$ cat config.mk
export PLATFORM = sky130hd
export DESIGN_NAME = dcft_ctrl
export DESIGN_NICKNAME = d
export VERILOG_FILES = /design/src/hw/rtl/dcft_pkg.sv /design/src/hw/rtl/dcft_ctrl.sv
export SDC_FILE = /design/constraint.sdc
export NUM_CORES = 1
export LEC_CHECK = 0
export BUFFER_PORTS_ARGS = -buffer_cell sky130_fd_sc_hd__buf_2
export CAP_MARGIN = 20
export CORE_AREA = 3 3 40 42
export DETAILED_ROUTE_END_ITERATION = 6
export DIE_AREA = 0 0 43 45
export PLACE_DENSITY = 0.65
export SLEW_MARGIN = 20
export SYNTH_ARGS = -nofsm -noshare
export SYNTH_HDL_FRONTEND = slang
export SYNTH_SLANG_ARGS = --single-unit
export TNS_END_PERCENT = 30
$ cat constraint.sdc
create_clock -name clk -period 1.2 [get_ports clk]
set_input_delay 0.06 -clock clk [delete_from_list [all_inputs] [get_ports clk]]
set_output_delay 0.06 -clock clk [all_outputs]
set_load 0.02 [all_outputs]
$ cat src/hw/rtl/dcft_pkg.sv
package dcft_pkg;

	localparam int TW = 48;
	localparam int DW = 40;
	localparam logic signed [DW-1:0] S40_MAX = {1'b0, {(DW-1){1'b1}}};
	localparam logic signed [DW-1:0] S40_MIN = {1'b1, {(DW-1){1'b0}}};

	localparam logic [1:0] ST_ARMED    = 2'd0;
	localparam logic [1:0] ST_DISABLED = 2'd1;
	localparam logic [1:0] ST_NO_OUT   = 2'd2;

	localparam logic [2:0] CFG_DISABLED = 3'd0;
	localparam logic [2:0] CFG_PRIMARY  = 3'd1;
	localparam logic [2:0] CFG_FORMAT   = 3'd2;
	localparam logic [2:0] CFG_FRAME    = 3'd3;
	localparam logic [2:0] CFG_RATE     = 3'd4;
	localparam logic [2:0] CFG_IRATE    = 3'd5;
	localparam logic [2:0] CFG_MAXCORR  = 3'd6;
	localparam logic [2:0] CFG_START    = 3'd7;

	typedef enum logic [3:0] {
		S_IDLE,
		S_DRIFT,
		S_ADJ,
		S_MUL,
		S_DIV,
		S_TS,
		S_CMP,
		S_DONE
	} state_t;

	typedef struct packed {
		logic load;
		logic drift;
		logic adj;
		logic mul_start;
		logic div_start;
		logic frame;
		logic ts;
		logic skip;
		logic set_sat;
	} cmd_t;

	typedef struct packed {
		logic bypass;
		logic fmt;
		logic mul_done;
		logic div_done;
		logic past;
		logic limit;
	} sts_t;

	function automatic logic signed [DW-1:0] sat40(input logic signed [DW:0] v);
		logic signed [DW-1:0] r;
		r = v[DW-1:0];
		if (v > $signed({S40_MAX[DW-1], S40_MAX})) r = S40_MAX;
		else if (v < $signed({S40_MIN[DW-1], S40_MIN})) r = S40_MIN;
		return r;
	endfunction

endpackage

$ cat src/hw/rtl/dcft_ctrl.sv
module dcft_ctrl
	import dcft_pkg::*;
(
	input  logic clk,
	input  logic arst_n,
	input  logic in_valid,
	output logic in_ready,
	output logic out_valid,
	input  logic out_ready,
	output cmd_t cmd,
	input  sts_t sts
);

	state_t state_q, state_d;

	always_ff @(posedge clk or negedge arst_n) begin
		if (!arst_n) begin
			state_q <= S_IDLE;
		end else begin
			state_q <= state_d;
		end
	end

	always_comb begin
		state_d   = state_q;
		cmd       = '0;
		in_ready  = 1'b0;
		out_valid = 1'b0;
		case (state_q)
			S_IDLE: begin
				in_ready = 1'b1;
				if (in_valid) begin
					cmd.load = 1'b1;
					state_d  = sts.bypass ? S_DONE : S_DRIFT;
				end
			end
			S_DRIFT: begin
				cmd.drift = 1'b1;
				state_d   = S_ADJ;
			end
			S_ADJ: begin
				cmd.adj = 1'b1;
				state_d = S_MUL;
			end
			S_MUL: begin
				// one frame step: nominal advance or rate based quotient
				if (!sts.fmt) begin
					cmd.frame = 1'b1;
					state_d   = S_TS;
				end else begin
					cmd.mul_start = 1'b1;
					if (sts.mul_done) state_d = S_DIV;
				end
			end
			S_DIV: begin
				cmd.div_start = 1'b1;
				if (sts.div_done) begin
					cmd.frame = 1'b1;
					state_d   = S_TS;
				end
			end
			S_TS: begin
				cmd.ts  = 1'b1;
				state_d = S_CMP;
			end
			S_CMP: begin
				if (!sts.past) state_d = S_DONE;
				else if (sts.limit) begin
					cmd.set_sat = 1'b1;
					state_d     = S_DONE;
				end else begin
					cmd.skip = 1'b1;
					state_d  = S_MUL;
				end
			end
			S_DONE: begin
				out_valid = 1'b1;
				if (out_ready) state_d = S_IDLE;
			end
			default: state_d = S_IDLE;
		endcase
	end

endmodule

## Word level (Yosys, flattened, before mapping)

Index checks and enable logic that the tools add are counted.

- Register bits after elaboration: 4
- Input bits: 10
- Output and inout port bits: 11
- Logic and storage cells: 40

- Equality and inequality tests: 11
- Multiplexer cells: 26
- Reduce and logical (&&, ||, !) cells: 2

Operator list:

| cell | count |
|---|---|
| case mux 4 bit (8 select lines) | 1 |
| two-way mux 4 bit | 5 |
| == test 4 x 3 -> 1 bit, second input constant | 4 |
| two-way mux 1 bit | 14 |
| two-way mux 3 bit | 3 |
| == test 4 x 2 -> 1 bit, second input constant | 2 |
| != test 2 bit, second input constant | 3 |
| == test 4 x 1 -> 1 bit, second input constant | 1 |
| zero test 4 bit | 1 |
| two-way mux 2 bit | 2 |
| AND reduction 4 bit | 1 |
| != test 3 bit, second input constant | 1 |
| case mux 1 bit (2 select lines) | 1 |

## Logic depth before layout (Yosys ltp)

Gate-level depths: netlist (run 1).

- Depth after elaboration: 3
- Gate-level depth with buffers: 5
- Depth with buffers taken out: 4

## Worst setup path after synthesis (run 1)

OpenSTA, ideal clock, no wires.

- Path kind: register to output
- From: register state_q[2]
- To: output port cmd[3] (netlist bit)
- Data arrival time: 1.203 ns
- Data required time: 1.140 ns
- Slack: -0.063 ns
- Cell stages (with the launch flop): 3
- Buffers on the path: 1
- Cell sequence: dfrtp_1 > buf_4 > o32ai_1

RTL lines:

| element | RTL line | RTL |
|---|---|---|
| start, declared | dcft_ctrl.sv:14 | `state_t state_q, state_d;` |
| start signal, assigned | dcft_ctrl.sv:20 | `state_q <= state_d;` |
| end, declared | dcft_ctrl.sv:10 | `output cmd_t cmd,` |

==> metrics.md, run 1 <==
| Metric | Value |
|---|---|
| Outcome | `complete, but fails checks` |
| Failing checks | `setup timing` |
| Layout Skew | `between 0.003 and 0.004 ns` |
| Post-synthesis cell type count | `25` |
| Top-area cell type share of the netlist area | `0.217` |
| Slew Limit Headroom | `0.848` |
| Peak supply drop | `approximately 0.97 mV` |
| Critical path class | `flip-flop to output port` |
| Arr. time, crit path | `1.24 ns` |
| Final worst slack | `-0.0958 ns` |
| Maximum clock insertion buffer count | `2` |
| Post-synth design cell area | `between 300 and 400 sq um` |
| Critical hold path startpoint | `out_ready` |
| Yosys reg bits | `3` |
| Reg with most FFs | `state_q` |
| Final worst-path cycle share | `1.08` |
| Power per cell area | `2490 mW/mm^2` |
| Worst-Skew Late Latency | `0.23 ns` |
| Syn nets | `53` |
| Synth Area per Inst | `8.06 sq um` |
| Clk sinks | `3` |
| Max Cap Viol | `0` |
| CP required | `1.14 ns` |
| Starting Density | `0.270` |
| Vias in the first global route | `a little over 400` |
| IO buf count | `20` |
| Yosys top cell by area | `dfrtp_1` |
| First-pass DRT Iterations | `2` |
| GR Util All Layers | `0.105` |
| Diodes inserted | `0` |
| Die ar. | `about 0.0019 sq mm` |
| Final Max Tran Viols | `0` |
| Die height | `between 40 and 50 um` |
| Critical path origin | `state_q[1]` |
| Crit-path cells | `or2_4 -> o32ai_2 -> buf_4` |
| Placed Cells | `79` |
| Final Hold Slack | `between 0.1 and 0.15 ns` |
| # rows | `13` |
| Largest delay contributor family on the critical path | `flip-flops` |
| Final min period | `1.30 ns` |
| WL per Instance | `10.6 um` |
| Nets | `between 80 and 90` |
| Largest net degree at the start of global routing | `8` |
| Worst Tran Pin Value | `~0.23 ns` |
| DRC violations left | `0` |
| Grt ovf | `0` |
| Crit start category | `flip-flop` |
| Synth top area cells | `dfrtp_1 22%, buf_6 6.5%, nand2_1 6.5%` |
| Yosys Warn Count | `0` |
| Post-placement cell area | `between 400 and 500 sq um` |
| First-pass GRT wire length | `1590 um` |
| Peak Freq | `between 700 and 800 MHz` |
| Max reg flops | `3` |
| Ports | `21` |
| Area Growth Syn to Fin | `84.1%` |
| Worst Path Buf+Inv | `1` |
| Layout cells sized above 1 | `0.676` |
| Leak | `~0.30 nW` |
| Slowest CP cell | `dfrtp_2` |
| CP max stage delay | `0.44 ns` |
| Core ar. | `approximately 0.0013 sq mm` |
| Post-route insts no fill | `89` |
| Initial antenna violation count | `0` |
| Die extent in x | `approximately 43 um` |
| Cell area after layout | `about 640 sq um` |
| Total CTS buffers | `3` |
| Largest fanout on the critical path | `6` |
| Hold Crit Class | `primary input to flip-flop` |
| Antenna-violating nets left | `0` |
| Placer Congestion | `about 0.82` |
| Crit path capture type | `output port` |
| CTS H-tree depth | `1` |
| DPL Wire Length | `~730 um` |
| Biggest regs | `state_q: 3 flops` |
| Final setup viols | `11` |
| CTS tree | `yes` |
| FF-to-FF Start | `state_q[2]` |
| Via count | `between 400 and 500` |
| Cell chosen for the clock root | `clkbuf_4` |
| Drt total wl | `around 950 um` |
| Cell count after synthesis | `43` |
| Post-synthesis sequential area ratio | `0.217` |
| Starting DRT DRC Count | `4` |
| Endpoints failing hold | `0` |
| Worst-path clk slew | `0.04 ns` |
| Vias per cell | `about 4.7` |
| RSZ-0062 raised after global routing | `yes` |
cell type report:
| cell class | count | area (sq um) |
|---|---|---|
| Fill cell | 124 | 647 |
| Tap cell | 15 | 18.8 |
| Timing Repair Buffer | 31 | 240 |
| Sequential cell | 3 | 78.8 |
| Clock buffer | 4 | 26.3 |
| Multi-Input combinational cell | 34 | 267 |
| Inverter | 2 | 7.51 |
per-stage QoR:
stage	power (mW)	utilization	setup TNS, ns	setup slack [ns]
floorplan	0.889	-	0	0.0183
global placement	1.10	0.368	0	0.0661
detailed placement	1.10	0.368	0	0.0663
CTS	1.55	0.481	-0.842	-0.112
global route	1.72	0.497	-1.30	-0.155
finish	1.59	0.497	-0.702	-0.0958
synth_stat cells (all sizes together):
library cell and instances:
nand2 6, nor2 5, buf 4, o21ai 4, dfrtp 3, nor2b 3
nor3b 3, a31oi 2, inv 2, a21boi 1, a221oi 1, and3b 1
and4 1, and4b 1, nand2b 1, nand3 1, o211ai 1, o22ai 1
o32ai 1, or2 1
kinds of logic after synthesis:
kind of cell | count (synthesis) | share of synthesized area
AND/OR/NAND/NOR | 23 | 0.390
AO/OA/AOI/OAI | 11 | 0.264
flip-flops | 3 | 0.217
buffers and inverters | 6 | 0.130
worst register-to-register path: cells and delay by family (launching register included):
kind,cells,cell delay (ns)
buffers and inverters,1,0.13
AO/OA/AOI/OAI,2,0.17
flip-flops,1,0.46
AND/OR/NAND/NOR,2,0.35
repair_timing:
item                       in CTS  in global routing
resized for setup              24                  5
setup buffers                   5                  0
pin swaps                       4                  3
hold endpoints to repair        3                  0
gates cloned                    0                  0
hold buffers                    1                  0
setup endpoints to repair      10                 12
layout by cell type, fill, tap and decap left out:
cell type / count
buf_4: 12
buf_2: 10
buf_6: 8
nand2_1: 6
nor3b_2: 3
nor2_1: 3
clkbuf_4: 3
dfrtp_2: 3
nor2b_1: 2
o21ai_1: 2
o21ai_2: 2
a31oi_1: 2
or2_4: 1
inv_2: 1
nor2_2: 1
o32ai_2: 1
nor2b_4: 1
and4_1: 1
and3b_1: 1
inv_1: 1
nand2b_1: 1
and4b_1: 1
o211ai_1: 1
nor2_4: 1
nand3_2: 1
a21boi_1: 1
a221oi_2: 1
o22ai_2: 1
clkbuf_1: 1
dlygate4sd3_1: 1
power breakdown:
group          internal [mW]  switching (mW)  total (mW)
logic                  0.606           0.551        1.16
registers              0.164          0.0966       0.261
clock network          0.124          0.0473       0.172
worst paths after layout:
| kind | endpoint | slack [ns] | depth (start not counted) |
|---|---|---|---|
| min reg2reg | state_q[1] | 0.55 | 1 |
| max in group asynchronous | state_q[1] | 0.92 | 2 |
| min in group asynchronous | state_q[2] | 0.16 | 2 |
| max | cmd[3] | -0.1 | 3 |
| max reg2reg | state_q[2] | -0.03 | 5 |
| min | state_q[2] | 0.14 | 4 |
routing by layer:
| layer | wire length [um] | vias to the layer above | part of all wire | GRT usage |
|---|---|---|---|---|
| li1 | - | 218 | - | - |
| met5 | 0 | - | 0 | 0 |
| met2 | 503 | 13 | 0.53 | 0.201 |
| met1 | 382 | 186 | 0.40 | 0.116 |
| met3 | 59 | 0 | 0.062 | 0.00797 |
| met4 | 0 | 0 | 0 | 0.0542 |
No activity file was read; power rests on OpenSTA's default activity.
==> inputs of run 2 (changes only) <==
--- a/config.mk
+++ b/config.mk
@@ -7,10 +7,12 @@
 export LEC_CHECK = 0
 export BUFFER_PORTS_ARGS = -buffer_cell sky130_fd_sc_hd__buf_2
 export CAP_MARGIN = 20
-export CORE_AREA = 3 3 40 42
+export CELL_PAD_IN_SITES_DETAIL_PLACEMENT = 1
+export CELL_PAD_IN_SITES_GLOBAL_PLACEMENT = 2
+export CORE_MARGIN = 3
+export CORE_UTILIZATION = 20
 export DETAILED_ROUTE_END_ITERATION = 6
-export DIE_AREA = 0 0 43 45
-export PLACE_DENSITY = 0.65
+export PLACE_DENSITY = 0.85
 export SLEW_MARGIN = 20
 export SYNTH_ARGS = -nofsm -noshare
 export SYNTH_HDL_FRONTEND = slang
==> run 2 against run 1 <==
The run still ends with setup timing left. Largest cell class unchanged. Clock-buffer cell count did not move. Die area increased by 17%. Worst setup slack worse by 0.0056 ns. Wire length is 31% higher. Sequential share of layout area is 0.80 points higher. Global-route usage grew 2.1 points. Critical endpoint unchanged. Hold slack got worse by 0.022 ns. Sequential cell count unchanged. Fmax shrank 0.43%.
==> metrics.md, run 2 (synthesis gave the netlist of run 1 again) <==
| Metric | Value |
|---|---|
| Outcome | `complete, but fails checks` |
| Failing checks | `setup timing` |
| Diodes inserted | `0 (unchanged)` |
| Worst-Skew Late Latency | `0.24 ns (about the same)` |
| Area Growth Syn to Fin | `72.9%` |
| Peak supply drop | `0.921 mV (-4.6%)` |
| Largest fanout on the critical path | `7 (+1)` |
| Layout Skew | `0.00560 ns (+0.00223 ns)` |
| Max reg flops | `3 (unchanged)` |
| DPL Wire Length | `1000 um (+37%)` |
| Slowest CP cell | `dfrtp_2` |
| R2R Setup Slk | `0 ns (+0.03 ns)` |
| Initial antenna violation count | `0 (unchanged)` |
| Worst r2r dst | `state_q[2]` |
| First-pass DRT Iterations | `2 (unchanged)` |
| Final Max Tran Viols | `0 (unchanged)` |
| Endpoints failing hold | `0 (unchanged)` |
| Cell area after layout | `599 sq um (-6.1%)` |
| Worst hold path endpoint | `state_q[2]` |
| Setup WS pre-CTS | `-0.0000813 ns (-0.0663 ns)` |
| Via count | `422 (+1.2%)` |
| Maximum clock insertion buffer count | `2 (unchanged)` |
| Slew Limit Headroom | `0.854 (+0.00637)` |
| Final worst-path cycle share | `1.08 (+0.00468)` |
| Ports | `21 (unchanged)` |
| Clk sinks | `3 (unchanged)` |
| Post-route insts no fill | `87 (-2.2%)` |
| Final setup viols | `11 (unchanged)` |
| CP max stage delay | `0.44 ns (about the same)` |
| Placed Cells | `81 (+2.5%)` |
| Crit-path cells | `or2_4 -> o32ai_4 -> buf_6` |
| GR Util All Layers | `0.126 (+0.0214)` |
| Cell chosen for the clock root | `clkbuf_4` |
| Seq pwr share | `0.170 (+0.006)` |
| Core ar. | `0.00158 sq mm (+23%)` |
| FF-to-FF Start | `state_q[1]` |
| Critical hold path startpoint | `sts[3]` |
| Die height | `47.6 um (+5.8%)` |
| CTS H-tree depth | `1 (unchanged)` |
| Die ar. | `0.00227 sq mm (+17%)` |
| Final worst slack | `-0.101 ns (-0.00562 ns)` |
| CTS tree | `yes` |
| Net switching power | `724 uW (+4.2%)` |
| Max Cap Viol | `0 (unchanged)` |
| Final min period | `1.30 ns (+0.00562 ns)` |
| Hold Crit Class | `primary input to flip-flop` |
| Part of the power in the clock network | `0.119 (+0.011)` |
| Drt total wl | `1240 um (+31%)` |
| DRC violations left | `0 (unchanged)` |
| Post-placement cell area | `482 sq um (+1.9%)` |
| Antenna-violating nets left | `0 (unchanged)` |
| Commonest non-fill, non-tap cell in the layout | `buf_4` |
| Starting DRT DRC Count | `4 (unchanged)` |
| Vias in the first global route | `407 (-0.25%)` |
| Power per cell area | `2590 mW/mm^2 (+4.2%)` |
| Total CTS buffers | `3 (unchanged)` |
| Worst-path clk slew | `0.04 ns (about the same)` |
| Biggest regs | `state_q: 3 flops` |
| Layout cells sized above 1 | `0.676 (about the same)` |
| Crit path capture type | `output port` |
| Reg with most FFs | `state_q` |
| Nets | `82 (-3.5%)` |
| First-pass GRT wire length | `1920 um (+21%)` |
| Most frequent cells in the layout | `12 x buf_4, 11 x buf_2, 5 x nand2_1, 4 x buf_6` |
| Switching portion of total power | `0.466 (+0.0286)` |
| IO buf count | `20 (unchanged)` |
| Grt ovf | `0 (unchanged)` |
| CP required | `1.14 ns (about the same)` |
| Reg2Reg Depth | `5 (unchanged)` |
| Starting Density | `0.220 (-0.0499)` |
| WL per Instance | `14.3 um (+34%)` |
| Critical Path Stages | `3 (unchanged)` |
| Logic gate share of total power | `0.710 (-0.018)` |
| # rows | `14 (+1)` |
| Peak Freq | `768 MHz (-0.43%)` |
| Die extent in x | `47.6 um (+11%)` |
| Critical path class | `flip-flop to output port` |
| Crit start category | `flip-flop` |
| Placer Congestion | `0.732 (-11%)` |
| RSZ-0062 raised after global routing | `yes` |
| Leak | `0.278 nW (-8.6%)` |
| Worst Path Buf+Inv | `1 (unchanged)` |
| Hold Path Stages | `3 (-1)` |
| Worst Tran Pin Value | `0.219 ns (-0.00956 ns)` |
| Internal | `830 uW (-7.1%)` |
| Largest net degree at the start of global routing | `9 (+1)` |
| Arr. time, crit path | `1.24 ns (about the same)` |
| Largest delay contributor family on the critical path | `flip-flops` |
| Vias per cell | `4.85 (+3.5%)` |
[run 2: cell count changes in the layout (fill, tap and decap cells not counted), sizes merged]
cell,previous run,this run
buf,30,27
[run 2: final cells by class]
class / count / area [sq um]
Multi-Input combinational cell: 34 / 264
Inverter: 2 / 10.0
Sequential cell: 3 / 78.8
Clock buffer: 4 / 26.3
Tap cell: 16 / 20.0
Timing Repair Buffer: 28 / 200
Fill cell: 201 / 977
[run 2: worst reg2reg max path: stages (launching register included)]
cell and delay, ns:
dfrtp_2 0.44, or2_4 0.31, buf_4 0.14, o22ai_2 0.12
nand2_1 0.07, o21ai_2 0.05
[run 2: power groups by stage]
stage | Combinational [mW] | Sequential (mW) | Clock (mW)
after floorplan | 0.699 | 0.191 | 0
after global placement | 0.891 | 0.238 | 0
after detailed placement | 0.915 | 0.247 | 0
after CTS | 1.08 | 0.265 | 0.188
after global routing | 1.19 | 0.274 | 0.199
final | 1.10 | 0.265 | 0.185
[run 2: per-layer routing]
layer	GRT usage	wire length, um
met1	0.147	526
met2	0.217	625
met3	0.0376	75
met4	0.0484	14
met5	0	0
[run 2: how the worst max path moves through the flow]
| stage | start | to |
|---|---|---|
| after detailed placement | state_q[1] | cmd[3] |
| final | state_q[1] | cmd[3] |
| after CTS | state_q[0] | cmd[3] |
| after global routing | state_q[1] | cmd[3] |
| after global placement | state_q[0] | cmd[3] |
| after floorplan | state_q[2] | cmd[6] |
[run 2: stage by stage]
stage	utilization	setup TNS, ns	total power [mW]	hold WS (ns)
after floorplan	-	0	0.889	-0.236
after global placement	0.306	0	1.13	-0.140
after detailed placement	0.306	-0.0000813	1.16	-0.138
after CTS	0.371	-0.872	1.53	0.122
after global routing	0.380	-1.21	1.67	0.135
final	0.380	-0.633	1.55	0.121
[run 2: repair_timing]
| action | CTS | global route |
|---|---|---|
| pin swaps | 5 | 3 |
| hold buffers | 1 | 0 |
| endpoints found under the hold margin | 3 | 0 |
| buffers inserted | 1 | 0 |
| cloned | 0 | 0 |
| endpoints found under the setup margin | 11 | 13 |
| resized for setup | 20 | 5 |
==> inputs of run 3 (changes only) <==
--- a/config.mk
+++ b/config.mk
@@ -13,6 +13,7 @@
 export CORE_UTILIZATION = 20
 export DETAILED_ROUTE_END_ITERATION = 6
 export PLACE_DENSITY = 0.85
+export RECOVER_POWER = 50
 export SLEW_MARGIN = 20
 export SYNTH_ARGS = -nofsm -noshare
 export SYNTH_HDL_FRONTEND = slang
==> run 3 against run 2 <==
The flow still finishes with violations (setup timing). Fmax unchanged. Combinational power about the same. Largest power group unchanged. Global-route usage unchanged. Register-to-register slack about the same. Clock-buffer cell count did not move.
==> metrics.md, run 3 (synthesis gave the netlist of run 1 again) <==
| Metric | Value |
|---|---|
| Outcome | `complete, but fails checks` |
| Failing checks | `setup timing` |
| Met1 Use GR | `0.147 (unchanged)` |
| Diodes inserted | `0 (unchanged)` |
| Critical path class | `flip-flop to output port` |
| Final setup viols | `11 (unchanged)` |
| Final worst-path cycle share | `1.08 (unchanged)` |
| RSZ-0062 raised after global routing | `yes` |
| CTS tree | `yes` |
| Endpoints failing hold | `0 (unchanged)` |
| DRC violations left | `0 (unchanged)` |
| Final worst slack | `-0.101 ns (unchanged)` |
| Die extent in x | `47.6 um (unchanged)` |
| Hold Crit Class | `primary input to flip-flop` |
| Starting DRT DRC Count | `4 (unchanged)` |
| Total Power | `1.55 mW (about the same)` |
| Biggest regs | `state_q: 3 flops` |
| Arr. time, crit path | `1.24 ns (about the same)` |
| Antenna-violating nets left | `0 (unchanged)` |
| Worst Tran Pin Value | `0.219 ns (unchanged)` |
| DPL Wire Length | `1000 um (unchanged)` |
| Layout Skew | `0.00560 ns (unchanged)` |
| Drt total wl | `1240 um (unchanged)` |
| Final Max Tran Viols | `0 (unchanged)` |
| Vias per cell | `4.85 (unchanged)` |
| Maximum clock insertion buffer count | `2 (unchanged)` |
| CTS H-tree depth | `1 (unchanged)` |
| Layout cells sized above 1 | `0.662 (-0.0141)` |
| Commonest non-fill, non-tap cell in the layout | `buf_4` |
| Final min period | `1.30 ns (unchanged)` |
| Nets | `82 (unchanged)` |
| GRT busiest layer | `met2` |
| Reg with most FFs | `state_q` |
| Placed Cells | `81 (unchanged)` |
| # rows | `14 (unchanged)` |
| Die height | `47.6 um (unchanged)` |
| R2R Setup Slk | `0 ns (unchanged)` |
| Cell chosen for the clock root | `clkbuf_4` |
| CP max stage delay | `0.44 ns (about the same)` |
| GR Util All Layers | `0.126 (unchanged)` |
| GR met3 Demand/Resource | `0.0376 (unchanged)` |
| Total CTS buffers | `3 (unchanged)` |
| Area Growth Syn to Fin | `72.6%` |
| Met2 usage | `0.217 (unchanged)` |
| Crit path capture type | `output port` |
| Slew Limit Headroom | `0.854 (unchanged)` |
| Leak | `0.276 nW (-0.99%)` |
| Peak supply drop | `0.921 mV (about the same)` |
| Placer Congestion | `0.732 (unchanged)` |
| Peak Freq | `768 MHz (unchanged)` |
| Worst-path clk slew | `0.04 ns (about the same)` |
| Worst-Skew Late Latency | `0.24 ns (about the same)` |
| IO buf count | `20 (unchanged)` |
| Power per cell area | `2600 mW/mm^2 (+0.18%)` |
| Post-placement cell area | `482 sq um (unchanged)` |
| Vias in the first global route | `407 (unchanged)` |
| Post-route insts no fill | `87 (unchanged)` |
| Core ar. | `0.00158 sq mm (unchanged)` |
| First-pass GRT wire length | `1920 um (unchanged)` |
| Clk sinks | `3 (unchanged)` |
| WL per Instance | `14.3 um (unchanged)` |
| Max Cap Viol | `0 (unchanged)` |
| Setup WS pre-CTS | `-0.0000813 ns (unchanged)` |
| Cell area after layout | `598 sq um (-0.21%)` |
| Final Hold Slack | `0.121 ns (unchanged)` |
| Max reg flops | `3 (unchanged)` |
| Via count | `422 (unchanged)` |
| Starting Density | `0.220 (unchanged)` |
| First-pass DRT Iterations | `2 (unchanged)` |
| Crit start category | `flip-flop` |
| Largest net degree at the start of global routing | `9 (unchanged)` |
| Post-Route Setup TNS | `-0.633 ns (unchanged)` |
| CP required | `1.14 ns (about the same)` |
| Slowest CP cell | `dfrtp_2` |
| Most frequent cells in the layout | `12 x buf_4, 10 x buf_2, 5 x nand2_1, 4 x buf_6` |
| Core Util, Final | `0.379 (-0.000794)` |
| Initial antenna violation count | `0 (unchanged)` |
| Largest fanout on the critical path | `7 (unchanged)` |
| Grt ovf | `0 (unchanged)` |
| Ports | `21 (unchanged)` |
| Die ar. | `0.00227 sq mm (unchanged)` |
| Crit-path cells | `or2_4 -> o32ai_4 -> buf_6` |
| Hold Path Stages | `3 (unchanged)` |
| Reg2Reg Depth | `5 (unchanged)` |
run 3: cell types whose count changed in the layout (fill, tap and decap cells not counted), sizes merged:
cell	previous run	this run
buf	27	26
clkbuf	4	5
run 3: final timing paths:
| kind | from | endpoint |
|---|---|---|
| max in group asynchronous | arst_n | state_q[1] |
| hold / removal | sts[3] | state_q[2] |
| min in group asynchronous | arst_n | state_q[2] |
| hold reg to reg | state_q[0] | state_q[0] |
| setup reg to reg | state_q[1] | state_q[2] |
| setup / recovery | state_q[1] | cmd[3] |
run 3: area by class of cell:
type / count / area (sq um)
Timing Repair Buffer: 28 / 199
Multi-Input combinational cell: 34 / 264
Clock buffer: 4 / 26.3
Fill cell: 202 / 978
Sequential cell: 3 / 78.8
Inverter: 2 / 10.0
Tap cell: 16 / 20.0
run 3: power by group:
part	internal, mW	switching [mW]	leakage (nW)
clock network	0.125	0.0600	0.0150
registers	0.164	0.101	0.0308
logic	0.541	0.563	0.230
total	0.830	0.724	0.276
run 3: critical path, delay by kind of cell, from the launching register on:
kind	cells	cell delay, ns
buffers and inverters	1	0.16
AOI/OAI and AO/OA	1	0.10
DFF	1	0.44
and+or+nand+nor	1	0.30
run 3: layer usage:
metal | part of all wire | wire length (um) | vias to the layer above
met5 | 0 | 0 | -
met4 | 0.011 | 14 | 0
met3 | 0.060 | 75 | 3
met2 | 0.50 | 625 | 12
met1 | 0.42 | 526 | 198
li1 | - | - | 209
run 3: what timing repair did:
| item | 4_1_cts | 5_1_grt |
|---|---|---|
| pin swaps | 5 | 3 |
| setup buffers | 1 | 0 |
| hold buffers | 1 | 0 |
| resized for setup | 20 | 5 |
| endpoints found under the hold margin | 3 | 0 |
| endpoints found under the setup margin | 11 | 13 |
